--- config.mk ---
export PLATFORM = sky130hd
export DESIGN_NAME = compacting_binding_table
export DESIGN_NICKNAME = d
export VERILOG_FILES = /design/src/design/cbt_pkg.sv /design/src/design/cbt_ctrl.sv /design/src/design/cbt_datapath.sv /design/src/design/compacting_binding_table.sv
export SDC_FILE = /design/constraint.sdc
export NUM_CORES = 2
export LEC_CHECK = 0
export BUFFER_PORTS_ARGS = -buffer_cell sky130_fd_sc_hd__buf_2
export CORE_ASPECT_RATIO = 0.8
export CORE_MARGIN = 2
export CORE_UTILIZATION = 62
export DETAILED_ROUTE_END_ITERATION = 7
export PLACE_DENSITY = 0.78
export SLEW_MARGIN = 20
export SYNTH_ARGS = -nofsm -noshare
export SYNTH_HDL_FRONTEND = slang
export SYNTH_SLANG_ARGS = --single-unit
export TNS_END_PERCENT = 1
--- constraint.sdc ---
create_clock -name clk -period 6.1 [get_ports clk]
set_input_delay 0.305 -clock clk [delete_from_list [all_inputs] [get_ports clk]]
set_output_delay 0.305 -clock clk [all_outputs]
set_load 0.02 [all_outputs]
--- src/design/cbt_pkg.sv ---
// Shared types and constants for the compacting binding table.
package cbt_pkg;

    localparam int TABLE_ENTRIES_DEF = 64;

    localparam int ACT_W  = 3;
    localparam int CODE_W = 16;
    localparam int ID_W   = 8;

    localparam logic [CODE_W-1:0] EMPTY_CODE = 16'hFFFF;

    localparam logic [ACT_W-1:0] ACT_ADD        = 3'd0;
    localparam logic [ACT_W-1:0] ACT_CLR_ID     = 3'd1;
    localparam logic [ACT_W-1:0] ACT_CLR_CODE   = 3'd2;
    localparam logic [ACT_W-1:0] ACT_CODE_OF_ID = 3'd3;
    localparam logic [ACT_W-1:0] ACT_ID_OF_CODE = 3'd4;

    // What the datapath does with an entry once its read data is back
    typedef enum logic [2:0] {
        MODE_MOVE,
        MODE_CLR_ID,
        MODE_CLR_CODE,
        MODE_FIND_ID,
        MODE_FIND_CODE,
        MODE_TAIL
    } mode_t;

    typedef struct packed {
        logic  load;       // latch operands, restart counters
        logic  miss_init;  // answer starts at -1 (lookups)
        logic  rd_en;      // read entry at read pointer, advance it
        mode_t mode;       // processing applied to that read
        logic  init_wr;    // reset clearing pass: empty entry at read pointer
        logic  put;        // append pair at write pointer, or flag drop
    } cmd_t;

    typedef struct packed {
        logic rd_last;     // read pointer on the last entry
        logic wr_full;     // write pointer past the last entry
        logic wr_last;     // write pointer on the last entry
    } status_t;

endpackage

--- src/design/cbt_ctrl.sv ---
// Sequencer for the binding table: reset clearing pass, sweeps, append, tail cleanup.
module cbt_ctrl
(
    input  logic                          clk,
    input  logic                          rst_n,
    input  logic                          start,
    input  logic [cbt_pkg::ACT_W-1:0]     action,
    input  cbt_pkg::status_t              status,
    output cbt_pkg::cmd_t                 cmd,
    output logic                          busy,
    output logic                          done
);
    import cbt_pkg::*;

    typedef enum logic [2:0] {
        S_INIT,
        S_IDLE,
        S_SWEEP,
        S_DRAIN,
        S_PUT,
        S_TAIL,
        S_TDRAIN
    } state_t;

    state_t             state_reg, state_next;
    logic [ACT_W-1:0]   action_reg, action_next;
    logic               done_reg, done_next;
    mode_t              sweep_mode;

    always_comb
    begin
        unique case (action_reg)
            ACT_ADD:        sweep_mode = MODE_MOVE;
            ACT_CLR_ID:     sweep_mode = MODE_CLR_ID;
            ACT_CLR_CODE:   sweep_mode = MODE_CLR_CODE;
            ACT_CODE_OF_ID: sweep_mode = MODE_FIND_ID;
            ACT_ID_OF_CODE: sweep_mode = MODE_FIND_CODE;
            default:        sweep_mode = MODE_MOVE;
        endcase
    end

    always_comb
    begin
        state_next    = state_reg;
        action_next   = action_reg;
        done_next     = 1'b0;
        cmd           = '0;
        cmd.mode      = MODE_MOVE;

        unique case (state_reg)
            S_INIT:
            begin
                cmd.init_wr = 1'b1;
                if (status.rd_last)
                begin
                    state_next = S_IDLE;
                end
            end
            S_IDLE:
            begin
                if (start)
                begin
                    cmd.load      = 1'b1;
                    cmd.miss_init = (action == ACT_CODE_OF_ID) || (action == ACT_ID_OF_CODE);
                    action_next   = action;
                    if (action <= ACT_ID_OF_CODE)
                    begin
                        state_next = S_SWEEP;
                    end
                    else
                    begin
                        // unused codes: no table work, zero result right away
                        done_next = 1'b1;
                    end
                end
            end
            S_SWEEP:
            begin
                cmd.rd_en = 1'b1;
                cmd.mode  = sweep_mode;
                if (status.rd_last)
                begin
                    state_next = S_DRAIN;
                end
            end
            S_DRAIN:
            begin
                if (action_reg == ACT_ADD)
                begin
                    state_next = S_PUT;
                end
                else
                begin
                    state_next = S_IDLE;
                    done_next  = 1'b1;
                end
            end
            S_PUT:
            begin
                cmd.put = 1'b1;
                if (status.wr_full || status.wr_last)
                begin
                    state_next = S_IDLE;
                    done_next  = 1'b1;
                end
                else
                begin
                    state_next = S_TAIL;
                end
            end
            S_TAIL:
            begin
                cmd.rd_en = 1'b1;
                cmd.mode  = MODE_TAIL;
                if (status.rd_last)
                begin
                    state_next = S_TDRAIN;
                end
            end
            S_TDRAIN:
            begin
                state_next = S_IDLE;
                done_next  = 1'b1;
            end
            default:
            begin
                state_next = S_IDLE;
            end
        endcase
    end

    always_ff @(posedge clk or negedge rst_n)
    begin
        if (!rst_n)
        begin
            state_reg  <= S_INIT;
            action_reg <= ACT_ADD;
            done_reg   <= 1'b0;
        end
        else
        begin
            state_reg  <= state_next;
            action_reg <= action_next;
            done_reg   <= done_next;
        end
    end

    assign busy = (state_reg != S_IDLE);
    assign done = done_reg;

endmodule

--- src/design/cbt_datapath.sv ---
// Table memory, read/write pointers, operand and result registers of the binding table.
module cbt_datapath
#(
    parameter int TABLE_ENTRIES = cbt_pkg::TABLE_ENTRIES_DEF
)
(
    input  logic                              clk,
    input  logic                              rst_n,
    input  cbt_pkg::cmd_t                     cmd,
    input  logic signed [cbt_pkg::CODE_W-1:0] key_code,
    input  logic [cbt_pkg::ID_W-1:0]          binding_id,
    output cbt_pkg::status_t                  status,
    output logic signed [cbt_pkg::CODE_W-1:0] answer,
    output logic                              dropped
);
    import cbt_pkg::*;

    localparam int AW = (TABLE_ENTRIES > 1) ? $clog2(TABLE_ENTRIES) : 1;
    localparam int CW = $clog2(TABLE_ENTRIES + 1);

    localparam logic [CW-1:0] LAST_IDX = CW'(TABLE_ENTRIES - 1);
    localparam logic [CW-1:0] FULL_IDX = CW'(TABLE_ENTRIES);

    logic [CODE_W-1:0] code_mem [TABLE_ENTRIES];
    logic [ID_W-1:0]   id_mem   [TABLE_ENTRIES];

    logic [CW-1:0]     rd_idx_reg, rd_idx_next;
    logic [CW-1:0]     wr_idx_reg, wr_idx_next;
    logic              pipe_valid_reg;
    mode_t             pipe_mode_reg;
    logic [AW-1:0]     pipe_addr_reg;
    logic [CODE_W-1:0] code_q_reg;
    logic [ID_W-1:0]   id_q_reg;
    logic [CODE_W-1:0] op_code_reg;
    logic [ID_W-1:0]   op_id_reg;
    logic [CODE_W-1:0] answer_reg, answer_next;
    logic              found_reg, found_next;
    logic              dropped_reg, dropped_next;

    logic              we;
    logic [AW-1:0]     wa;
    logic [CODE_W-1:0] wcode;
    logic [ID_W-1:0]   wid;
    logic              q_used;

    assign q_used = (code_q_reg != EMPTY_CODE);

    always_comb
    begin
        rd_idx_next  = rd_idx_reg;
        wr_idx_next  = wr_idx_reg;
        answer_next  = answer_reg;
        found_next   = found_reg;
        dropped_next = dropped_reg;
        we           = 1'b0;
        wa           = pipe_addr_reg;
        wcode        = EMPTY_CODE;
        wid          = '0;

        if (cmd.load)
        begin
            rd_idx_next  = '0;
            wr_idx_next  = '0;
            found_next   = 1'b0;
            dropped_next = 1'b0;
            answer_next  = cmd.miss_init ? EMPTY_CODE : '0;
        end

        if (cmd.init_wr)
        begin
            we          = 1'b1;
            wa          = rd_idx_reg[AW-1:0];
            rd_idx_next = rd_idx_reg + CW'(1);
        end

        if (cmd.rd_en)
        begin
            rd_idx_next = rd_idx_reg + CW'(1);
        end

        if (cmd.put)
        begin
            if (wr_idx_reg == FULL_IDX)
            begin
                dropped_next = 1'b1;
            end
            else
            begin
                we          = 1'b1;
                wa          = wr_idx_reg[AW-1:0];
                wcode       = op_code_reg;
                wid         = op_id_reg;
                // tail cleanup starts just past the appended pair
                rd_idx_next = wr_idx_reg + CW'(1);
            end
        end

        if (pipe_valid_reg)
        begin
            case (pipe_mode_reg)
                MODE_MOVE:
                begin
                    if (q_used)
                    begin
                        if (wr_idx_reg[AW-1:0] != pipe_addr_reg)
                        begin
                            we    = 1'b1;
                            wa    = wr_idx_reg[AW-1:0];
                            wcode = code_q_reg;
                            wid   = id_q_reg;
                        end
                        wr_idx_next = wr_idx_reg + CW'(1);
                    end
                end
                MODE_CLR_ID:
                begin
                    we = (id_q_reg == op_id_reg);
                end
                MODE_CLR_CODE:
                begin
                    we = (code_q_reg == op_code_reg);
                end
                MODE_FIND_ID:
                begin
                    if (!found_reg && (id_q_reg == op_id_reg))
                    begin
                        answer_next = code_q_reg;
                        found_next  = 1'b1;
                    end
                end
                MODE_FIND_CODE:
                begin
                    if (!found_reg && (code_q_reg == op_code_reg))
                    begin
                        answer_next = {{(CODE_W-ID_W){1'b0}}, id_q_reg};
                        found_next  = 1'b1;
                    end
                end
                MODE_TAIL:
                begin
                    // slots past the compacted run that held a moved entry get emptied
                    we = q_used;
                end
                default:
                begin
                    we = 1'b0;
                end
            endcase
        end
    end

    always_ff @(posedge clk or negedge rst_n)
    begin
        if (!rst_n)
        begin
            rd_idx_reg     <= '0;
            wr_idx_reg     <= '0;
            pipe_valid_reg <= 1'b0;
            pipe_mode_reg  <= MODE_MOVE;
            found_reg      <= 1'b0;
            dropped_reg    <= 1'b0;
            answer_reg     <= '0;
        end
        else
        begin
            rd_idx_reg     <= rd_idx_next;
            wr_idx_reg     <= wr_idx_next;
            pipe_valid_reg <= cmd.rd_en;
            pipe_mode_reg  <= cmd.mode;
            found_reg      <= found_next;
            dropped_reg    <= dropped_next;
            answer_reg     <= answer_next;
        end
    end

    always_ff @(posedge clk)
    begin
        if (cmd.load)
        begin
            op_code_reg <= key_code;
            op_id_reg   <= binding_id;
        end
        if (cmd.rd_en)
        begin
            pipe_addr_reg <= rd_idx_reg[AW-1:0];
        end
    end

    always_ff @(posedge clk)
    begin
        if (we)
        begin
            code_mem[wa] <= wcode;
            id_mem[wa]   <= wid;
        end
        if (cmd.rd_en)
        begin
            code_q_reg <= code_mem[rd_idx_reg[AW-1:0]];
            id_q_reg   <= id_mem[rd_idx_reg[AW-1:0]];
        end
    end

    assign status.rd_last = (rd_idx_reg == LAST_IDX);
    assign status.wr_full = (wr_idx_reg == FULL_IDX);
    assign status.wr_last = (wr_idx_reg == LAST_IDX);

    assign answer  = answer_reg;
    assign dropped = dropped_reg;

endmodule

--- src/design/compacting_binding_table.sv ---
// Top level of the compacting binding table: sequencer plus table datapath.
// Adds, clears and lookups sweep the table one entry per cycle on one memory port.
// N = TABLE_ENTRIES. Unused action codes do no table work and return a zero result.
// Add: when the pair lands at p < N-1, a tail pass then empties slots past p.
// One transaction at a time; busy stays high until the result strobe, receiver cannot stall.
// After reset busy is high while a clearing pass empties every entry.
module compacting_binding_table
#(
    parameter int TABLE_ENTRIES = cbt_pkg::TABLE_ENTRIES_DEF
)
(
    input  logic                              clk,
    input  logic                              rst_n,
    input  logic                              start,
    output logic                              busy,
    input  logic [cbt_pkg::ACT_W-1:0]         action,
    input  logic signed [cbt_pkg::CODE_W-1:0] key_code,
    input  logic [cbt_pkg::ID_W-1:0]          binding_id,
    output logic                              done,
    output logic signed [cbt_pkg::CODE_W-1:0] answer,
    output logic                              dropped
);
    import cbt_pkg::*;

    cmd_t    cmd;
    status_t status;

    cbt_ctrl u_ctrl
    (
        .clk    (clk),
        .rst_n  (rst_n),
        .start  (start),
        .action (action),
        .status (status),
        .cmd    (cmd),
        .busy   (busy),
        .done   (done)
    );

    cbt_datapath
    #(
        .TABLE_ENTRIES (TABLE_ENTRIES)
    )
    u_datapath
    (
        .clk        (clk),
        .rst_n      (rst_n),
        .cmd        (cmd),
        .key_code   (key_code),
        .binding_id (binding_id),
        .status     (status),
        .answer     (answer),
        .dropped    (dropped)
    );

endmodule

# [Yosys cells after proc, flatten, opt, wreduce, memory -nomap -nowiden]
# Memories as Yosys holds them, arrays and structs flattened. A register that Yosys moved wholly into a read port is not among the register bits.
# Cells that the tools add are included.
[word_totals] wordCells=129 inputBits=30 mem_bits_rw=1536 output_inout_bits=19 mem_count=2 ff_bits=73
[mem_list] memory="u_datapath.code_mem" words=64 word_bits=16 rd=1 rd_clocked_by_memory_dff=1 wr=1 line_no="cbt_datapath.sv:24" rtl="logic [CODE_W-1:0] code_mem [TABLE_ENTRIES];"
[mem_list] memory="u_datapath.id_mem" words=64 word_bits=8 rd=1 rd_clocked_by_memory_dff=1 wr=1 line_no="cbt_datapath.sv:25" rtl="logic [ID_W-1:0] id_mem [TABLE_ENTRIES];"
[op_classes] addsub=2 reduce_logical=11 magnitude_cmp=1 mux=70 eq_ne=30
[op_table] op="$mux 16" n=11
[op_table] op="$mux 7" n=9
[op_table] op="$mux 8" n=6
[op_table] op="$mux 6" n=7
[op_table] op="$pmux 16 s2" n=1
[op_table] op="$eq 3x2->1 const B" n=7
[op_table] op="$eq 3x3->1 const B" n=7
[op_table] op="$mux 1" n=21
[op_table] op="$mux 3" n=7
[op_table] op="$pmux 3 s6" n=1
[op_table] op="$eq 16x16->1" n=1
[op_table] op="$ne 16x16->1 const B" n=1
[op_table] op="$add 7x1->7 const B" n=2
[op_table] op="$eq 7x6->1 const B" n=2
[op_table] op="$pmux 3 s4" n=1
[op_table] op="$eq 3x1->1 const B" n=3
[op_table] op="$logic_not 3->1" n=3
[op_table] op="$eq 8x8->1" n=1
[op_table] op="$ne 2x2->1 const B" n=4
[op_table] op="$pmux 4 s2" n=1
[op_table] op="$eq 7x7->1 const B" n=1
[op_table] op="$ne 6x6->1" n=1
[op_table] op="$pmux 1 s5" n=1
[op_table] op="$reduce_and 5->1" n=1
[op_table] op="other kinds (11)" n=14

# [Depth between registers and ports, before layout]
[logic_depth] word_depth=11 ltp_mapped=11 mapped_depth_nobuf=8

# [Hierarchy]
# Synthesis repeated with hierarchy kept, for this count alone.
[unflattened] hier_cells=2775 hier_area_um2=63583.5
[by_module_without_submodules] mod="cbt_datapath" cells_per_inst=2727 seq_area_each_um2=48646.7 n_inst=1 area_each_um2=63145.6
[by_module_without_submodules] mod="cbt_ctrl" cells_per_inst=48 seq_area_each_um2=175.2 n_inst=1 area_each_um2=437.9

# [Least setup slack after synthesis]
# Ideal clock, no wire load.
[synth_path] kind="reg-to-reg" startpoint="register u_datapath.wr_idx_reg[0]" endpoint="memory u_datapath.code_mem[23][0], enable pin" required_ps=5634 path_buffers=1 stages_incl_launch_ff=10 setup_time_ps=466 arrival_time_ps=4486 setup_slack_ps=1148 synth_period_minus_slack_ps=4952 cell_sequence="dfrtp_1 -> clkbuf_1 -> inv_1 -> ha_1 -> nor4b_2 -> a21oi_2 -> nor2_1 -> a211oi_2 -> nand3_2 -> nor4_1"
[synth_via] elab_chain_cells=9 elab_cells_between_ends=16 cone_classes="eq/ne: 2; mux: 14"
[synth_rtl] element="start, declared" line_no="cbt_datapath.sv:28" rtl="logic [CW-1:0] wr_idx_reg, wr_idx_next;"
[synth_rtl] element="start signal, assigned" line_no="cbt_datapath.sv:167" rtl="wr_idx_reg <= wr_idx_next;"
[synth_rtl] element="$eq 7x7->1" line_no="cbt_datapath.sv:83" rtl="if (wr_idx_reg == FULL_IDX)"
[synth_rtl] element="$mux 1" line_no="cbt_datapath.sv:83"
[synth_rtl] element="$mux 1" line_no="cbt_datapath.sv:81" rtl="if (cmd.put)"
[synth_rtl] element="$mux 1" line_no="cbt_datapath.sv:105" rtl="if (wr_idx_reg[AW-1:0] != pipe_addr_reg)"
[synth_rtl] element="$mux 1" line_no="cbt_datapath.sv:103" rtl="if (q_used)"
[synth_rtl] element="$pmux 1 s5" line_no="cbt_datapath.sv:100" rtl="case (pipe_mode_reg)"
[synth_rtl] element="$mux 1" line_no="cbt_datapath.sv:98" rtl="if (pipe_valid_reg)"
[synth_rtl] element="$mux 1" line_no="cbt_datapath.sv:191" rtl="if (we)"
[synth_rtl] element="$mux 1 (not written as such)" line_no="cbt_datapath.sv:193" rtl="code_mem[wa] <= wcode;"
[synth_rtl] element="end, declared" line_no="cbt_datapath.sv:24"
# Several ways; a longest one is shown, not always the timed one.

# [Worst setup path in the final report]
[layout_path] startpoint="register u_datapath.code_q_reg[14] (read register of u_datapath.code_mem)" endpoint="memory u_datapath.id_mem[19][7], enable pin"
[layout_via] elab_chain_cells=6 elab_cells_between_ends=10 cone_classes="eq/ne: 2; mux: 8"
[layout_rtl] element="start, declared" line_no="cbt_datapath.sv:32" rtl="logic [CODE_W-1:0] code_q_reg;"
[layout_rtl] element="$ne 16x16->1" line_no="cbt_datapath.sv:46" rtl="assign q_used = (code_q_reg != EMPTY_CODE);"
[layout_rtl] element="$mux 1" line_no="cbt_datapath.sv:103"
[layout_rtl] element="$pmux 1 s5" line_no="cbt_datapath.sv:100"
[layout_rtl] element="$mux 1" line_no="cbt_datapath.sv:98"
[layout_rtl] element="$mux 1" line_no="cbt_datapath.sv:191"
[layout_rtl] element="$mux 1 (not written as such)" line_no="cbt_datapath.sv:194" rtl="id_mem[wa] <= wid;"
[layout_rtl] element="end, declared" line_no="cbt_datapath.sv:25"
# Several ways; a longest one is shown, not always the timed one.

==> flow_summary.toml <==
[power_and_ir_drop]
p_int_uw = 17100
pwr-share-comb_pct = 0.2
switching_share_pct = 19.4
powerDensity_nw_per_um2 = 298
leakage_uw = 0.0197
p_clk_share_pct = 42.8
ir_drop_mv = 0.313
p_sw_uw = 4120
seq_power_share_pct = 57.0

[sta]
max_slew.worst_pin.slew_ps = 1120
hold_viol = 0
period_share_pct = 67.3
setup_viol = 0
worst_slack_ps = 2000
tns_ps = 0
max_freq_mhz = 244
rsz0062_at_grt = "false"
slew_headroom_pct = 24.7
slew_viol_final = 0
layout_min_cycle_time_ps = 4100
skew_ps = 37.4

[critical_path]
path_class = "reg -> reg"
max_stage_delay_ps = 890
worstSetupEndpointType = "register"
r2r_setup_slack_ps = 2000
arrival_ps = 4550
path_max_fanout = 17
start_kind = "register"
worstReg2RegStart = "u_datapath.code_q_reg[14]"
worstReg2RegEnd = "u_datapath.id_mem[19][7]"
r2r_cells = 7
cp.required_ps = 6550
worstPathCellList = "nand4_1 -> or4_1 -> o2111a_1 -> a211oi_2 -> nand3_2 -> nor4_2 -> buf_4"
cpMaxStageDelayCell = "nor4_2"

[synth]
synth_fp_nets = 2824
synth-seq-area-share_pct = 76.9
ys_warn_count = 0
ys_ff_latch = 1633
synth_cell_type_count = 64
synthCells = 2791
synth_edf_count = 1590
yosysTopAreaCell = "edfxtp_1"
synth_top_cells_by_area = "edfxtp_1, mux4_2, dfrtp_1"
synthMostInstantiatedCell = "edfxtp_1"
synth_ff_type = "edfxtp_1"
synth_area_sq_um = 63500
syn_area_per_cell_sq_um = 22.7
synth_top_area_share_pct = 75.2
synth_commonest_cells = "edfxtp_1, mux4_2, clkbuf_1"
async_flop_share_pct = 2.63

[detailed_routing]
drtPass1Iterations = 5
post_drt_via_cell_ratio = 7.21
drc = 0
vias = 31800
wl_per_cell_um = 37.4
postRouteAntennaNets = 0
wl_um = 165000
drt_iter0_drc = 5292

[die]
die_area_sq_um = 105000
die_y_um = 290
design.core.area_sq_um = 101000
core.rowCount = 104
start_util_pct = 62.8
io_pins = 49
die_w_um = 362

[placed_design]
io_buffers = 48
gp_congestion = 0.873
placed_cell_area_sq_um = 66400
hpwl_um = 90400
preCtsSetupSlack_ps = 1700

[clock_tree]
clock_latency_ps = 780
htree_levels = 4
numCtsBuffers = 149
cts_tree = "built"
clock-sinks = 1633
clk_root_buffer_cell = "clkbuf_16"
postCtsSetupBuffers = 0
cts_buffer_depth = 3
clkSlewWorstSetupHoldPaths_ps = 70

[global_routing]
grt_pass1_vias = 31700
grt_pass1_wl_um = 236000
overflow = 0
antenna_found_initial = 7
grt_max_degree = 101
track_usage_pct = 32.2

[cells_and_area]
top_regs = "u_datapath.code_mem: 1024 flops, u_datapath.id_mem: 512 flops"
finalInstanceArea_sq_um = 71400
final_nets = 3007
max_flop_register = "u_datapath.code_mem"
largest_reg_flops = 1024
drive_gt1_share_pct = 31.6
areaGrowthSynthToFinish_pct = 12.5

[run_status]
status = "completed"

[run]
drv_cap = 0

[hold_path]
hold_class = "in -> async"
==> cells in the final DEF (no fill, tap or decap), drive strengths merged, types with 4 or more instances in the layout <==
| master | count |
|---|---|
| a211oi | 7 |
| a21oi | 12 |
| a22oi | 56 |
| a31oi | 5 |
| buf | 169 |
| bufinv | 10 |
| clkbuf | 186 |
| clkinv | 59 |
| clkinvlp | 4 |
| dfrtp | 43 |
| dlygate4sd3 | 29 |
| edfxtp | 1590 |
| inv | 17 |
| mux2i | 4 |
| mux4 | 480 |
| nand2 | 84 |
| nand2b | 5 |
| nand3 | 27 |
| nand4 | 9 |
| nor2 | 69 |
| nor2b | 5 |
| nor3 | 25 |
| nor4 | 71 |
| o21ai | 40 |
| o31ai | 4 |
| xnor2 | 8 |
| xor2 | 27 |
==> power groups by stage <==
| stage | registers, uW | clock network (uW) | logic, uW |
|---|---|---|---|
| 2_1_floorplan | 12400 | 0 | 0.846 |
| 4_1_cts | 12100 | 9190 | 35.5 |
| 3_5_place_dp | 12400 | 0 | 20.2 |
| 3_3_place_gp | 12400 | 0 | 19.8 |
| 6_report | 12100 | 9100 | 37.0 |
| 5_1_grt | 12100 | 9540 | 39.4 |
==> logic make-up after synthesis <==
kind of cell / after synthesis / share of synthesized area, %
compound gates: 148 / 1.65
xor+xnor: 35 / 0.483
fa+ha+maj: 3 / 0.0591
buf+inv: 175 / 1.18
flops: 1633 / 76.9
mux: 486 / 17.1
simple gates: 311 / 2.57
==> worst max-delay path by stage <==
stage | from | to | slack [ps] | cells after the start
floorplan | u_datapath.wr_idx_reg[0] | u_datapath.code_mem[23][0] | 1150 | 9
CTS | u_datapath.code_q_reg[14] | u_datapath.id_mem[23][5] | 1710 | 7
global route | u_datapath.pipe_valid_reg | u_datapath.id_mem[19][7] | 1790 | 8
global placement | u_datapath.code_q_reg[14] | u_datapath.code_mem[23][5] | 1990 | 7
detailed placement | u_datapath.code_q_reg[14] | u_datapath.id_mem[23][3] | 1700 | 7
finish | u_datapath.code_q_reg[14] | u_datapath.id_mem[19][7] | 2000 | 7
==> per-stage QoR <==
stage / util (%) / power [uW] / hold WS, ps / std cells
floorplan: - / 12400 / 9.41 / 2791
global placement: 65.6 / 12400 / 484 / 4117
detailed placement: 65.6 / 12400 / 484 / 4117
CTS: 70.5 / 21300 / 201 / 4413
global route: 70.6 / 21700 / 146 / 4415
finish: 70.6 / 21300 / 96.8 / 4417
==> worst max-delay path: cells and delay by family (launching register included) <==
| kind | cells | cell delay, ps |
|---|---|---|
| compound gates | 2 | 670 |
| buf+inv | 1 | 410 |
| flops | 1 | 430 |
| simple gates | 4 | 2260 |
==> final cells by class <==
class	instances	area [sq um]
multi-input combinational	983	14600
inverter	9	33.8
timing repair buffer	198	1660
clock inverter	81	716
clock buffer	186	3920
tap	1325	1660
sequential	1633	48800
fill	5496	29700
antenna	2	5.00
==> timing repair <==
action,CTS,global route
resized for setup,0,0
hold buffers,29,0
hold endpoints to repair,71,0
==> layer usage <==
| metal | track usage [%] | up-vias | share of wire (%) |
|---|---|---|---|
| li1 | - | 12300 | - |
| met1 | 46.6 | 16800 | 36 |
| met2 | 49.6 | 2413 | 48 |
| met3 | 6.04 | 303 | 11 |
| met4 | 13.0 | 4 | 4.2 |
| met5 | 0 | - | 0.018 |
Power figures use the tool's default switching activity.
